File: src/hdl/lmst_pkg.sv
// ============================================================================
// Longest-match sign tokenizer: shared package
// Holds the default sizes, token kind codes, register indexes and the types
// of the configuration and of the front-end status seen by the top level.
// ============================================================================
package lmst_pkg;

    localparam int DEF_NUM_SIGNS    = 8;
    localparam int DEF_MAX_SIGN_LEN = 4;
    localparam int DEF_POS_WIDTH    = 16;
    localparam int DEF_NUM_IGNORE   = 8;

    // Depth of the queue between the front end and the back end.
    localparam int QUEUE_DEPTH = 4;

    localparam logic [3:0] KIND_IDENT  = 4'd8;
    localparam logic [3:0] KIND_MARKER = 4'd9;

    // Register indexes on the configuration port (address bits [5:3]).
    localparam logic [2:0] REG_SIGN_A  = 3'd0;
    localparam logic [2:0] REG_SIGN_B  = 3'd1;
    localparam logic [2:0] REG_SIGN_C  = 3'd2;
    localparam logic [2:0] REG_SIGN_D  = 3'd3;
    localparam logic [2:0] REG_SIGN_LEN = 3'd4;
    localparam logic [2:0] REG_IGN_CHR = 3'd5;
    localparam logic [2:0] REG_IGN_CNT = 3'd6;

    typedef struct packed {
        logic [3:0][63:0] sign_chars;
        logic [23:0]      sign_lengths;
        logic [63:0]      ignore_chars;
        logic [3:0]       ignore_count;
    } t_cfg;

    // Status of the front end, seen by the top level.
    typedef struct packed {
        logic drain;
        logic pend;
        logic push;
        logic room;
    } t_fstat;

endpackage

File: src/hdl/longest_match_sign_tokenizer_unit.sv
// ============================================================================
// Longest-match sign tokenizer
// Splits a byte stream into sign tokens and identifiers by longest match.
// ============================================================================
// Source text enters one byte per transfer and the block sustains one byte
// per clock while the input is not stalled: a byte is taken every cycle
// while the lookahead window fills, and once it is full each new byte is
// taken in the same cycle as the oldest byte is decided, with all sign
// compares done in parallel over the window. The byte that ends a source
// starts a flush that decides each byte still in the window (up to the
// window depth), then hands over the final entry; input stalls meanwhile.
// Queued results leave one per unstalled cycle through an output register, so
// a stalled output side only holds the input once the queue is full.  Each
// token gives its kind (sign index, identifier or end marker), its start and
// end positions, a saturation flag and a flag on the last result of a source.
// Configuration registers sit at byte address 8*i on the 64-bit register
// port and must only be written while the block is idle.
module longest_match_sign_tokenizer_unit #(
    parameter int NUM_SIGNS    = lmst_pkg::DEF_NUM_SIGNS,
    parameter int MAX_SIGN_LEN = lmst_pkg::DEF_MAX_SIGN_LEN,
    parameter int POS_WIDTH    = lmst_pkg::DEF_POS_WIDTH,
    parameter int NUM_IGNORE   = lmst_pkg::DEF_NUM_IGNORE
) (
    input  logic                 i_clk,
    input  logic                 i_rst_n,
    // register port
    input  logic                 psel,
    input  logic                 penable,
    input  logic                 pwrite,
    input  logic [5:0]           paddr,
    input  logic [63:0]          pwdata,
    output logic [63:0]          prdata,
    output logic                 pready,
    // source byte channel
    input  logic                 i_in_valid,
    output logic                 o_in_stall,
    input  logic [7:0]           i_char_in,
    input  logic                 i_end_of_source,
    // token channel
    output logic                 o_out_valid,
    input  logic                 i_out_stall,
    output logic [3:0]           o_token_kind,
    output logic [POS_WIDTH-1:0] o_start_pos,
    output logic [POS_WIDTH-1:0] o_end_pos,
    output logic                 o_pos_overflow,
    output logic                 o_last_token
);

    localparam int RW = 6 + 2 * POS_WIDTH;
    localparam int EW = 1 + 2 * RW;

    lmst_pkg::t_cfg   r_cfg;
    lmst_pkg::t_fstat fstat;
    logic             wr_en;
    logic [2:0]       reg_idx;
    logic             push, room, pop, nempty;
    logic [EW-1:0]    entry, head;

    // The register port never waits.
    assign pready  = 1'b1;
    assign reg_idx = paddr[5:3];
    assign wr_en   = psel && penable && pwrite;

    always_ff @(posedge i_clk) begin
        if (!i_rst_n) begin
            r_cfg <= '0;
        end else if (wr_en) begin
            case (reg_idx)
                lmst_pkg::REG_SIGN_A:   r_cfg.sign_chars[0] <= pwdata;
                lmst_pkg::REG_SIGN_B:   r_cfg.sign_chars[1] <= pwdata;
                lmst_pkg::REG_SIGN_C:   r_cfg.sign_chars[2] <= pwdata;
                lmst_pkg::REG_SIGN_D:   r_cfg.sign_chars[3] <= pwdata;
                lmst_pkg::REG_SIGN_LEN: r_cfg.sign_lengths  <= pwdata[23:0];
                lmst_pkg::REG_IGN_CHR:  r_cfg.ignore_chars  <= pwdata;
                lmst_pkg::REG_IGN_CNT:  r_cfg.ignore_count  <= pwdata[3:0];
                default: ;
            endcase
        end
    end

    always_comb begin
        case (reg_idx)
            lmst_pkg::REG_SIGN_A:   prdata = r_cfg.sign_chars[0];
            lmst_pkg::REG_SIGN_B:   prdata = r_cfg.sign_chars[1];
            lmst_pkg::REG_SIGN_C:   prdata = r_cfg.sign_chars[2];
            lmst_pkg::REG_SIGN_D:   prdata = r_cfg.sign_chars[3];
            lmst_pkg::REG_SIGN_LEN: prdata = {40'd0, r_cfg.sign_lengths};
            lmst_pkg::REG_IGN_CHR:  prdata = r_cfg.ignore_chars;
            lmst_pkg::REG_IGN_CNT:  prdata = {60'd0, r_cfg.ignore_count};
            default:                prdata = '0;
        endcase
    end

    // The front end owns the window and all position bookkeeping.
    lmst_front #(
        .NUM_SIGNS(NUM_SIGNS), .MAX_SIGN_LEN(MAX_SIGN_LEN),
        .POS_WIDTH(POS_WIDTH), .NUM_IGNORE(NUM_IGNORE), .RW(RW), .EW(EW)
    ) u_front (
        .i_clk(i_clk), .i_rst_n(i_rst_n), .i_cfg(r_cfg),
        .i_valid(i_in_valid), .i_char(i_char_in), .i_eos(i_end_of_source),
        .o_stall(o_in_stall), .o_push(push), .o_entry(entry),
        .i_room(room), .o_stat(fstat)
    );

    // Entries of one or two results wait here for the back end.
    lmst_fifo #(.W(EW), .DEPTH(lmst_pkg::QUEUE_DEPTH)) u_fifo (
        .i_clk(i_clk), .i_rst_n(i_rst_n), .i_push(push), .i_data(entry),
        .o_room(room), .i_pop(pop), .o_nempty(nempty), .o_head(head)
    );

    lmst_back #(.POS_WIDTH(POS_WIDTH), .RW(RW), .EW(EW)) u_back (
        .i_clk(i_clk), .i_rst_n(i_rst_n), .i_nempty(nempty), .i_head(head),
        .o_pop(pop), .o_valid(o_out_valid), .i_stall(i_out_stall),
        .o_kind(o_token_kind), .o_start(o_start_pos), .o_end(o_end_pos),
        .o_ovf(o_pos_overflow), .o_last(o_last_token)
    );

    // An entry is only ever pushed when the queue has room for it.
    a_push_room: assert property (@(posedge i_clk) disable iff (!i_rst_n)
        fstat.push |-> fstat.room)
        else $error("entry pushed into a full queue");

    // While a source is being flushed no new byte may be taken.
    a_drain_stall: assert property (@(posedge i_clk) disable iff (!i_rst_n)
        (fstat.drain || fstat.pend) |-> o_in_stall)
        else $error("byte taken while flushing a source");

    // An end marker is always the final result of its source.
    a_marker_last: assert property (@(posedge i_clk) disable iff (!i_rst_n)
        (o_out_valid && o_token_kind == lmst_pkg::KIND_MARKER) |-> o_last_token)
        else $error("end marker without last flag");

endmodule

File: src/hdl/lmst_fifo.sv
// ============================================================================
// Longest-match sign tokenizer: entry queue
// A small first-in first-out queue of token entries between the two halves.
// ============================================================================
module lmst_fifo #(
    parameter int W     = 8,
    parameter int DEPTH = lmst_pkg::QUEUE_DEPTH
) (
    input  logic         i_clk,
    input  logic         i_rst_n,
    input  logic         i_push,
    input  logic [W-1:0] i_data,
    output logic         o_room,
    input  logic         i_pop,
    output logic         o_nempty,
    output logic [W-1:0] o_head
);

    localparam int AW = (DEPTH > 1) ? $clog2(DEPTH) : 1;
    localparam int CW = $clog2(DEPTH + 1);

    logic [W-1:0]  r_mem [DEPTH];
    logic [AW-1:0] r_wp, r_rp;
    logic [CW-1:0] r_cnt;

    assign o_room   = r_cnt != CW'(DEPTH);
    assign o_nempty = r_cnt != '0;
    assign o_head   = r_mem[r_rp];

    always_ff @(posedge i_clk) begin
        if (i_push) begin
            r_mem[r_wp] <= i_data;
        end
    end

    always_ff @(posedge i_clk) begin
        if (!i_rst_n) begin
            r_wp  <= '0;
            r_rp  <= '0;
            r_cnt <= '0;
        end else begin
            if (i_push) begin
                r_wp <= (r_wp == AW'(DEPTH - 1)) ? '0 : r_wp + AW'(1);
            end
            if (i_pop) begin
                r_rp <= (r_rp == AW'(DEPTH - 1)) ? '0 : r_rp + AW'(1);
            end
            r_cnt <= r_cnt + CW'(i_push) - CW'(i_pop);
        end
    end

endmodule

File: src/hdl/lmst_front.sv
// ============================================================================
// Longest-match sign tokenizer: front end
// Takes source bytes into the lookahead window, decides the oldest byte
// and builds queue entries of one or two token results.
// ============================================================================
module lmst_front #(
    parameter int NUM_SIGNS    = lmst_pkg::DEF_NUM_SIGNS,
    parameter int MAX_SIGN_LEN = lmst_pkg::DEF_MAX_SIGN_LEN,
    parameter int POS_WIDTH    = lmst_pkg::DEF_POS_WIDTH,
    parameter int NUM_IGNORE   = lmst_pkg::DEF_NUM_IGNORE,
    parameter int RW           = 6 + 2 * POS_WIDTH,
    parameter int EW           = 1 + 2 * RW
) (
    input  logic            i_clk,
    input  logic            i_rst_n,
    input  lmst_pkg::t_cfg  i_cfg,
    input  logic            i_valid,
    input  logic [7:0]      i_char,
    input  logic            i_eos,
    output logic            o_stall,
    output logic            o_push,
    output logic [EW-1:0]   o_entry,
    input  logic            i_room,
    output lmst_pkg::t_fstat o_stat
);

    localparam int FW  = $clog2(MAX_SIGN_LEN + 1);
    localparam int CMP = (MAX_SIGN_LEN < 4) ? MAX_SIGN_LEN : 4;
    localparam int IGL = (NUM_IGNORE < 8) ? NUM_IGNORE : 8;
    localparam logic [POS_WIDTH-1:0] PMAX = {POS_WIDTH{1'b1}};

    logic [7:0]           r_win [MAX_SIGN_LEN];
    logic [FW-1:0]        r_fill, n_fill;
    logic [POS_WIDTH-1:0] r_pos, n_pos, r_ident, n_ident;
    logic [FW-1:0]        r_skip, n_skip;
    logic                 r_ovf, n_ovf, r_drain, n_drain, r_pv, n_pv;
    logic [EW-1:0]        r_pend, n_pend;

    function automatic logic [RW-1:0] pack_res(input logic [3:0] kind,
        input logic [POS_WIDTH-1:0] s, input logic [POS_WIDTH-1:0] e,
        input logic ovf);
        pack_res = {1'b0, ovf, e, s, kind};
    endfunction

    // Flags the final result of an entry as the last of its source.
    function automatic logic [EW-1:0] mark_last(input logic [EW-1:0] ent);
        logic [EW-1:0] m;
        m = ent;
        if (ent[EW-1]) begin
            m[2*RW-1] = 1'b1;
        end else begin
            m[RW-1] = 1'b1;
        end
        mark_last = m;
    endfunction

    logic                 ign, found, hit, full, go_dec, accept, fin;
    logic [3:0]           ign_n;
    logic [2:0]           blen, slen, which;
    logic [POS_WIDTH:0]   sum_e, sum_1;
    logic [POS_WIDTH-1:0] e_pos, p1_pos;
    logic [RW-1:0]        res0, res1;
    logic                 v0, v1, e_ovf;
    logic [EW-1:0]        ent_new;

    // Classification of the oldest window byte.
    always_comb begin
        ign_n = (i_cfg.ignore_count > 4'(IGL)) ? 4'(IGL) : i_cfg.ignore_count;
        ign = 1'b0;
        for (int k = 0; k < 8; k++) begin
            if (4'(k) < ign_n && r_win[0] == i_cfg.ignore_chars[8*k +: 8]) begin
                ign = 1'b1;
            end
        end
        found = 1'b0;
        blen  = '0;
        which = '0;
        for (int i = 0; i < 8; i++) begin
            slen = i_cfg.sign_lengths[3*i +: 3];
            hit = (i < NUM_SIGNS) && (slen != 3'd0) && (slen <= 3'(CMP))
                && ({1'b0, slen} <= 4'(r_fill)) && (slen > blen);
            for (int j = 0; j < CMP; j++) begin
                if (3'(j) < slen
                    && r_win[j] != i_cfg.sign_chars[i/2][32*(i%2) + 8*j +: 8]) begin
                    hit = 1'b0;
                end
            end
            if (hit) begin
                found = 1'b1;
                blen  = slen;
                which = 3'(i);
            end
        end
    end

    // Effect of deciding the oldest byte, with the end-of-source close.
    always_comb begin
        sum_e  = {1'b0, r_pos} + (POS_WIDTH + 1)'(blen);
        sum_1  = {1'b0, r_pos} + (POS_WIDTH + 1)'(1);
        e_pos  = sum_e[POS_WIDTH] ? PMAX : sum_e[POS_WIDTH-1:0];
        p1_pos = sum_1[POS_WIDTH] ? PMAX : sum_1[POS_WIDTH-1:0];
        e_ovf  = r_ovf | sum_e[POS_WIDTH];
        n_ident = r_ident;
        n_skip  = r_skip;
        n_ovf   = r_ovf;
        res0 = '0;
        res1 = '0;
        v0 = 1'b0;
        v1 = 1'b0;
        if (r_skip != '0) begin
            n_skip = r_skip - FW'(1);
        end else if (ign) begin
            if (r_pos > r_ident) begin
                res0 = pack_res(lmst_pkg::KIND_IDENT, r_ident, r_pos, r_ovf);
                v0 = 1'b1;
            end
            n_ident = p1_pos;
            n_ovf   = r_ovf | sum_1[POS_WIDTH];
        end else if (found) begin
            n_ovf = e_ovf;
            if (r_pos > r_ident) begin
                res0 = pack_res(lmst_pkg::KIND_IDENT, r_ident, r_pos, e_ovf);
                res1 = pack_res({1'b0, which}, r_pos, e_pos, e_ovf);
                v0 = 1'b1;
                v1 = 1'b1;
            end else begin
                res0 = pack_res({1'b0, which}, r_pos, e_pos, e_ovf);
                v0 = 1'b1;
            end
            n_skip  = FW'(blen - 3'd1);
            n_ident = e_pos;
        end
        if (r_pos == PMAX) begin
            n_pos = PMAX;
            n_ovf = 1'b1;
        end else begin
            n_pos = r_pos + POS_WIDTH'(1);
        end
        fin = r_drain && r_fill == FW'(1);
        if (fin && n_pos > n_ident) begin
            if (!v0) begin
                res0 = pack_res(lmst_pkg::KIND_IDENT, n_ident, n_pos, n_ovf);
                v0 = 1'b1;
            end else begin
                res1 = pack_res(lmst_pkg::KIND_IDENT, n_ident, n_pos, n_ovf);
                v1 = 1'b1;
            end
        end
        ent_new = {v1, res1, res0};
    end

    // Handshake, queue push and the held entry of a draining source.
    always_comb begin
        full    = r_fill == FW'(MAX_SIGN_LEN);
        go_dec  = i_room && (r_drain || (full && !r_pv));
        accept  = i_valid && !r_drain && !r_pv && (!full || go_dec);
        o_stall = r_drain || r_pv || (full && !i_room);
        o_push  = 1'b0;
        o_entry = ent_new;
        n_pend  = r_pend;
        n_pv    = r_pv;
        if (go_dec && !r_drain) begin
            o_push = v0;
        end else if (go_dec && !fin) begin
            if (v0) begin
                o_push  = r_pv;
                o_entry = r_pend;
                n_pend  = ent_new;
                n_pv    = 1'b1;
            end
        end else if (go_dec) begin
            if (v0 && r_pv) begin
                o_push  = 1'b1;
                o_entry = r_pend;
                n_pend  = mark_last(ent_new);
            end else if (v0) begin
                o_push  = 1'b1;
                o_entry = mark_last(ent_new);
            end else if (r_pv) begin
                o_push  = 1'b1;
                o_entry = mark_last(r_pend);
                n_pv    = 1'b0;
            end else begin
                o_push  = 1'b1;
                o_entry = {1'b0, RW'(0),
                    1'b1, n_ovf, n_pos, n_pos, lmst_pkg::KIND_MARKER};
            end
        end else if (r_pv && i_room) begin
            o_push  = 1'b1;
            o_entry = r_pend;
            n_pv    = 1'b0;
        end
        n_fill  = r_fill - FW'(go_dec) + FW'(accept);
        n_drain = r_drain ? !(go_dec && fin) : (accept && i_eos);
    end

    assign o_stat = '{drain: r_drain, pend: r_pv, push: o_push, room: i_room};

    always_ff @(posedge i_clk) begin
        for (int k = 0; k < MAX_SIGN_LEN; k++) begin
            if (accept && FW'(k) == (go_dec ? r_fill - FW'(1) : r_fill)) begin
                r_win[k] <= i_char;
            end else if (go_dec) begin
                r_win[k] <= r_win[(k < MAX_SIGN_LEN - 1) ? k + 1 : k];
            end
        end
        r_pend <= n_pend;
    end

    always_ff @(posedge i_clk) begin
        if (!i_rst_n) begin
            r_fill  <= '0;
            r_pos   <= '0;
            r_ident <= '0;
            r_skip  <= '0;
            r_ovf   <= 1'b0;
            r_drain <= 1'b0;
            r_pv    <= 1'b0;
        end else begin
            r_fill  <= n_fill;
            r_drain <= n_drain;
            r_pv    <= n_pv;
            if (go_dec && fin) begin
                r_fill  <= '0;
                r_pos   <= '0;
                r_ident <= '0;
                r_skip  <= '0;
                r_ovf   <= 1'b0;
            end else if (go_dec) begin
                r_pos   <= n_pos;
                r_ident <= n_ident;
                r_skip  <= n_skip;
                r_ovf   <= n_ovf;
            end
        end
    end

endmodule

File: src/hdl/lmst_back.sv
// ============================================================================
// Longest-match sign tokenizer: back end
// Takes entries from the queue and hands out their results one at a time
// from an output register.
// ============================================================================
module lmst_back #(
    parameter int POS_WIDTH = lmst_pkg::DEF_POS_WIDTH,
    parameter int RW        = 6 + 2 * POS_WIDTH,
    parameter int EW        = 1 + 2 * RW
) (
    input  logic                 i_clk,
    input  logic                 i_rst_n,
    input  logic                 i_nempty,
    input  logic [EW-1:0]        i_head,
    output logic                 o_pop,
    output logic                 o_valid,
    input  logic                 i_stall,
    output logic [3:0]           o_kind,
    output logic [POS_WIDTH-1:0] o_start,
    output logic [POS_WIDTH-1:0] o_end,
    output logic                 o_ovf,
    output logic                 o_last
);

    logic          r_bv, r_idx;
    logic [EW-1:0] r_ent;
    logic [RW-1:0] sel;
    logic          take, done;

    assign sel   = r_idx ? r_ent[2*RW-1:RW] : r_ent[RW-1:0];
    assign take  = r_bv && !i_stall;
    assign done  = !r_bv || (take && (r_idx || !r_ent[EW-1]));
    assign o_pop = done && i_nempty;

    assign o_valid = r_bv;
    assign o_kind  = sel[3:0];
    assign o_start = sel[4 +: POS_WIDTH];
    assign o_end   = sel[4 + POS_WIDTH +: POS_WIDTH];
    assign o_ovf   = sel[RW-2];
    assign o_last  = sel[RW-1];

    always_ff @(posedge i_clk) begin
        if (o_pop) begin
            r_ent <= i_head;
        end
    end

    always_ff @(posedge i_clk) begin
        if (!i_rst_n) begin
            r_bv  <= 1'b0;
            r_idx <= 1'b0;
        end else if (take && !r_idx && r_ent[EW-1]) begin
            r_idx <= 1'b1;
        end else if (done) begin
            r_bv  <= i_nempty;
            r_idx <= 1'b0;
        end
    end

endmodule

File: config.mk
export PLATFORM = sky130hd
export DESIGN_NAME = longest_match_sign_tokenizer_unit
export DESIGN_NICKNAME = d
export VERILOG_FILES = /design/src/hdl/lmst_pkg.sv /design/src/hdl/longest_match_sign_tokenizer_unit.sv /design/src/hdl/lmst_fifo.sv /design/src/hdl/lmst_front.sv /design/src/hdl/lmst_back.sv
export SDC_FILE = /design/constraint.sdc
export NUM_CORES = 2
export LEC_CHECK = 0
export ABC_CLOCK_PERIOD_IN_PS = 32900
export BUFFER_PORTS_ARGS = -buffer_cell sky130_fd_sc_hd__buf_2
export CORE_ASPECT_RATIO = 0.7
export CORE_UTILIZATION = 40
export DETAILED_ROUTE_END_ITERATION = 12
export GPL_ROUTABILITY_DRIVEN = 0
export GPL_TIMING_DRIVEN = 0
export PLACE_DENSITY_LB_ADDON = 0.3
export SLEW_MARGIN = 20
export SYNTH_ARGS = -nofsm -noshare
export SYNTH_HDL_FRONTEND = slang
export SYNTH_SLANG_ARGS = --single-unit
File: constraint.sdc
create_clock -name i_clk -period 32.9 [get_ports i_clk]
set_input_delay 4.935 -clock i_clk [delete_from_list [all_inputs] [get_ports i_clk]]
set_output_delay 4.935 -clock i_clk [all_outputs]
set_load 0.05 [all_outputs]
==> summary.txt <==
Outcome
  • Status: complete, no violations

Power and ir drop
  • Switching power of the nets: between 1000 and 1500 uW
  • Pint: 2220 uW
  • Pwr/cell area: ~68 nW/um^2
  • Leak pwr: roughly 0.017 uW
  • Switch share: 0.355
  • Reg power frac: 0.387
  • Max VDD drop: just over 0.05 mV
  • Comb pwr share: 0.307
  • Design Power: around 3400 uW
  • Clock power share: 0.306

Finish
  • Area grow syn2layout: 14.1%
  • # nets final: ~4800
  • Final Cell Area: 50900 sq um
  • Layout cells sized above 1: 0.146
  • Finished Layout Cells: between 6000 and 7000

Die
  • Initial core utilization: 0.403
  • Die Y: around 280 um
  • # IOs: ~190
  • Num rows: just over 100
  • Chip Width: around 400 um
  • CORE AREA: 111000 sq um
  • Full die area: around 110000 sq um

Hold path
  • Worst hold path class: register to register

Timing
  • Slew Limit Fails: 0
  • Setup TNS: 0 ns
  • Worst-Margin Slew: approximately 1.3 ns
  • Unrepaired setup endpoints after global routing: false
  • Post-Route Skew: 0.0383 ns
  • Max Freq: ~44 MHz
  • Crit path time final: around 23 ns
  • Hold Fails Final Rpt: 0
  • Tcrit/Tclk final: 0.699
  • Fin worst setup slack: just under 10 ns
  • Final setup fails: 0
  • Rel. slew slack: 0.132

Route
  • Drt initial violations: 6039
  • Drt total wl: approximately 170000 um
  • Residual DRC: 0
  • Via-to-Cell Ratio: just over 6
  • Antenna-violating nets left: 0
  • Via Count: about 38000
  • Avg WL per Cell: roughly 27 um
  • DR pass1 iterations: 7

Clock network
  • Post-cts sizing count: 0
  • TritonCTS clock tree: done
  • Clock Sinks: ~900
  • CTS Buf Count: 90
  • CTS Buffer Depth: 3
  • Clk pin slew, worst setup/hold paths: approximately 0.06 ns
  • Post-CTS setup buffers: 0
  • H-tree levels: 3
  • Hold buffers post-CTS: 0
  • Worst skew pair latency: 0.72 ns
  • Root Buffer: clkbuf_16

Yosys
  • Yosys warns: 0
  • Async S/R FF share, synth: 0
  • Synth Register Bits: around 900
  • Sequential-to-total area share from yosys stat: 0.511
  • Post-Syn Instances: roughly 4300
  • Avg Cell Area, Syn: 10.4 sq um
  • Synth unique cells: 97
  • Synthesized Nets: ~4500
  • Netlist Area Pre-Place: approximately 45000 sq um
  • Ys flop type: edfxtp_1
  • EDFF count, synth: 494

Critical path
  • CP max stage delay: 0.80 ns
  • Worst Setup End Kind: register
  • CP Max Fanout: 13
  • Crit path launch type: register
  • Required time of the worst setup path: between 30 and 40 ns
  • Crit path DAT: about 23 ns
  • Most frequent CP cell: ha_1
  • Kind of critical path: register to register
  • Crit-path slowest cell: a211oi_1

Global route
  • First-pass GRT wire length: 239000 um
  • Number of global-route vias before repair: 34100
  • Initial antenna violation count: 17
  • Largest net degree at the start of global routing: 45
  • GRT Overall Usage: 0.288
  • GRT overflow: 0

Placement
  • Post-DP HPWL: about 130000 um
  • Pre-CTS setup slack: around 11 ns
  • Cell Area, Placed: 47900 sq um
  • IO Port Bufs: between 150 and 200
  • Cell Count Post-Placement: roughly 6000

Run
  • Max-Cap Viols: 0
power groups by stage:
| stage | Sequential (uW) | Combinational [uW] | Clock [uW] |
|---|---|---|---|
| 4_1_cts | 1330 | 1020 | 1060 |
| 3_5_place_dp | 1350 | 1010 | 0 |
| 5_1_grt | 1340 | 1100 | 1100 |
| 3_3_place_gp | 1360 | 993 | 0 |
| 6_report | 1330 | 1060 | 1050 |
| 2_1_floorplan | 1350 | 686 | 0 |
sequential cells by signal (all words and copies together), names as in the netlist:
| signal | cells |
|---|---|
| u_front.r_pend | 77 |
| u_back.r_ent | 77 |
| u_front.r_ident | 16 |
| u_back.r_idx | 1 |
| u_front.r_pos | 16 |
| u_front.r_ovf | 1 |
| u_fifo.r_rp | 2 |
| u_front.r_drain | 1 |
| r_cfg | 348 |
| u_fifo.r_cnt | 3 |
| u_fifo.r_wp | 2 |
| u_front.r_fill | 3 |
| u_front.r_pv | 1 |
| u_back.o_valid | 1 |
| u_front.r_skip | 3 |
| u_fifo.r_mem | 308 |
| u_front.r_win | 32 |
cell families after synthesis:
logic type / Yosys count / synth area share
XOR/XNOR: 349 / 0.0695
adder cells (fa/ha/maj): 94 / 0.0269
AND/OR/NAND/NOR: 1350 / 0.131
multiplexers: 246 / 0.0812
buffers and inverters: 395 / 0.0374
flip-flops: 892 / 0.511
other: 1 / 0.0000840
AO/OA/AOI/OAI: 977 / 0.143
per-stage QoR:
step,hold slack [ns],util
finish,0.481,0.460
global route,0.499,0.460
CTS,0.479,0.460
detailed placement,0.471,0.433
global placement,0.465,0.428
floorplan,0.458,-
synth_stat cells, drive strengths merged, types with 16 or more instances:
library cell | count | share of area
and2 | 31 | 0.0043
mux4 | 81 | 0.041
nor2 | 176 | 0.015
clkbuf | 211 | 0.018
a22o | 38 | 0.0075
o221ai | 16 | 0.0031
a211oi | 31 | 0.0062
o21a | 18 | 0.0030
o21ai | 93 | 0.010
inv | 91 | 0.0077
ha | 91 | 0.026
xnor2 | 162 | 0.033
and3 | 22 | 0.0031
dfxtp | 398 | 0.18
nand2 | 842 | 0.071
a221o | 33 | 0.0074
mux2i | 48 | 0.011
edfxtp | 494 | 0.33
nor2b | 30 | 0.0042
buf | 91 | 0.012
nand4 | 57 | 0.0080
a22oi | 115 | 0.019
nand3 | 51 | 0.0061
nor3 | 45 | 0.0053
a21o | 35 | 0.0061
o211ai | 20 | 0.0038
a21oi | 411 | 0.046
nor4 | 54 | 0.0076
mux2 | 117 | 0.030
o22ai | 71 | 0.010
xor2 | 187 | 0.037
layout by cell type (no fill, tap or decap), types with 63 or more instances in the layout:
cell / count
nand2_1: 840
edfxtp_1: 494
a21oi_1: 409
dfxtp_1: 398
buf_2: 228
clkbuf_1: 221
xor2_1: 187
nor2_1: 176
xnor2_1: 156
mux2_2: 117
a22oi_1: 115
ha_1: 91
clkbuf_16: 91
inv_1: 89
mux4_2: 81
o22ai_1: 71
o21ai_0: 63
metal layers:
metal  track usage  share of wire  up-vias
li1              -              -    16200
met1         0.420           0.42    18400
met2         0.377           0.38     2715
met3         0.125           0.16      436
met4        0.0897          0.035       12
met5             0         0.0011        -
cell type report:
type / instances / area, sq um
repair buffers: 214 / 1370
diodes: 12 / 30.0
inverters: 93 / 349
clock buffers: 118 / 2470
flip-flops and latches: 892 / 22800
clock inverters: 45 / 487
well taps: 1456 / 1820
fillers: 10200 / 59700
multi-input cells: 3017 / 20300
plain buffers: 302 / 1340
critical path, delay by kind of cell, from the launching register on:
family          cells  cell delay [ns]
compound gates     30             8.21
fa+ha+maj          11             3.28
buf+inv             7             1.42
flops               1             0.37
mux                 2             0.58
simple gates       41             8.75
final timing paths:
kind | slack, ns | cells after the start | start | endpoint
hold / removal | 0.48 | 2 | r_cfg[315] | r_cfg[315]
hold reg to reg | 0.48 | 2 | r_cfg[315] | r_cfg[315]
setup / recovery | 9.92 | 91 | u_front.r_fill[1] | u_fifo.r_mem[2][37]
setup reg to reg | 9.92 | 91 | u_front.r_fill[1] | u_fifo.r_mem[2][37]
No activity file was read; power rests on OpenSTA's default activity.
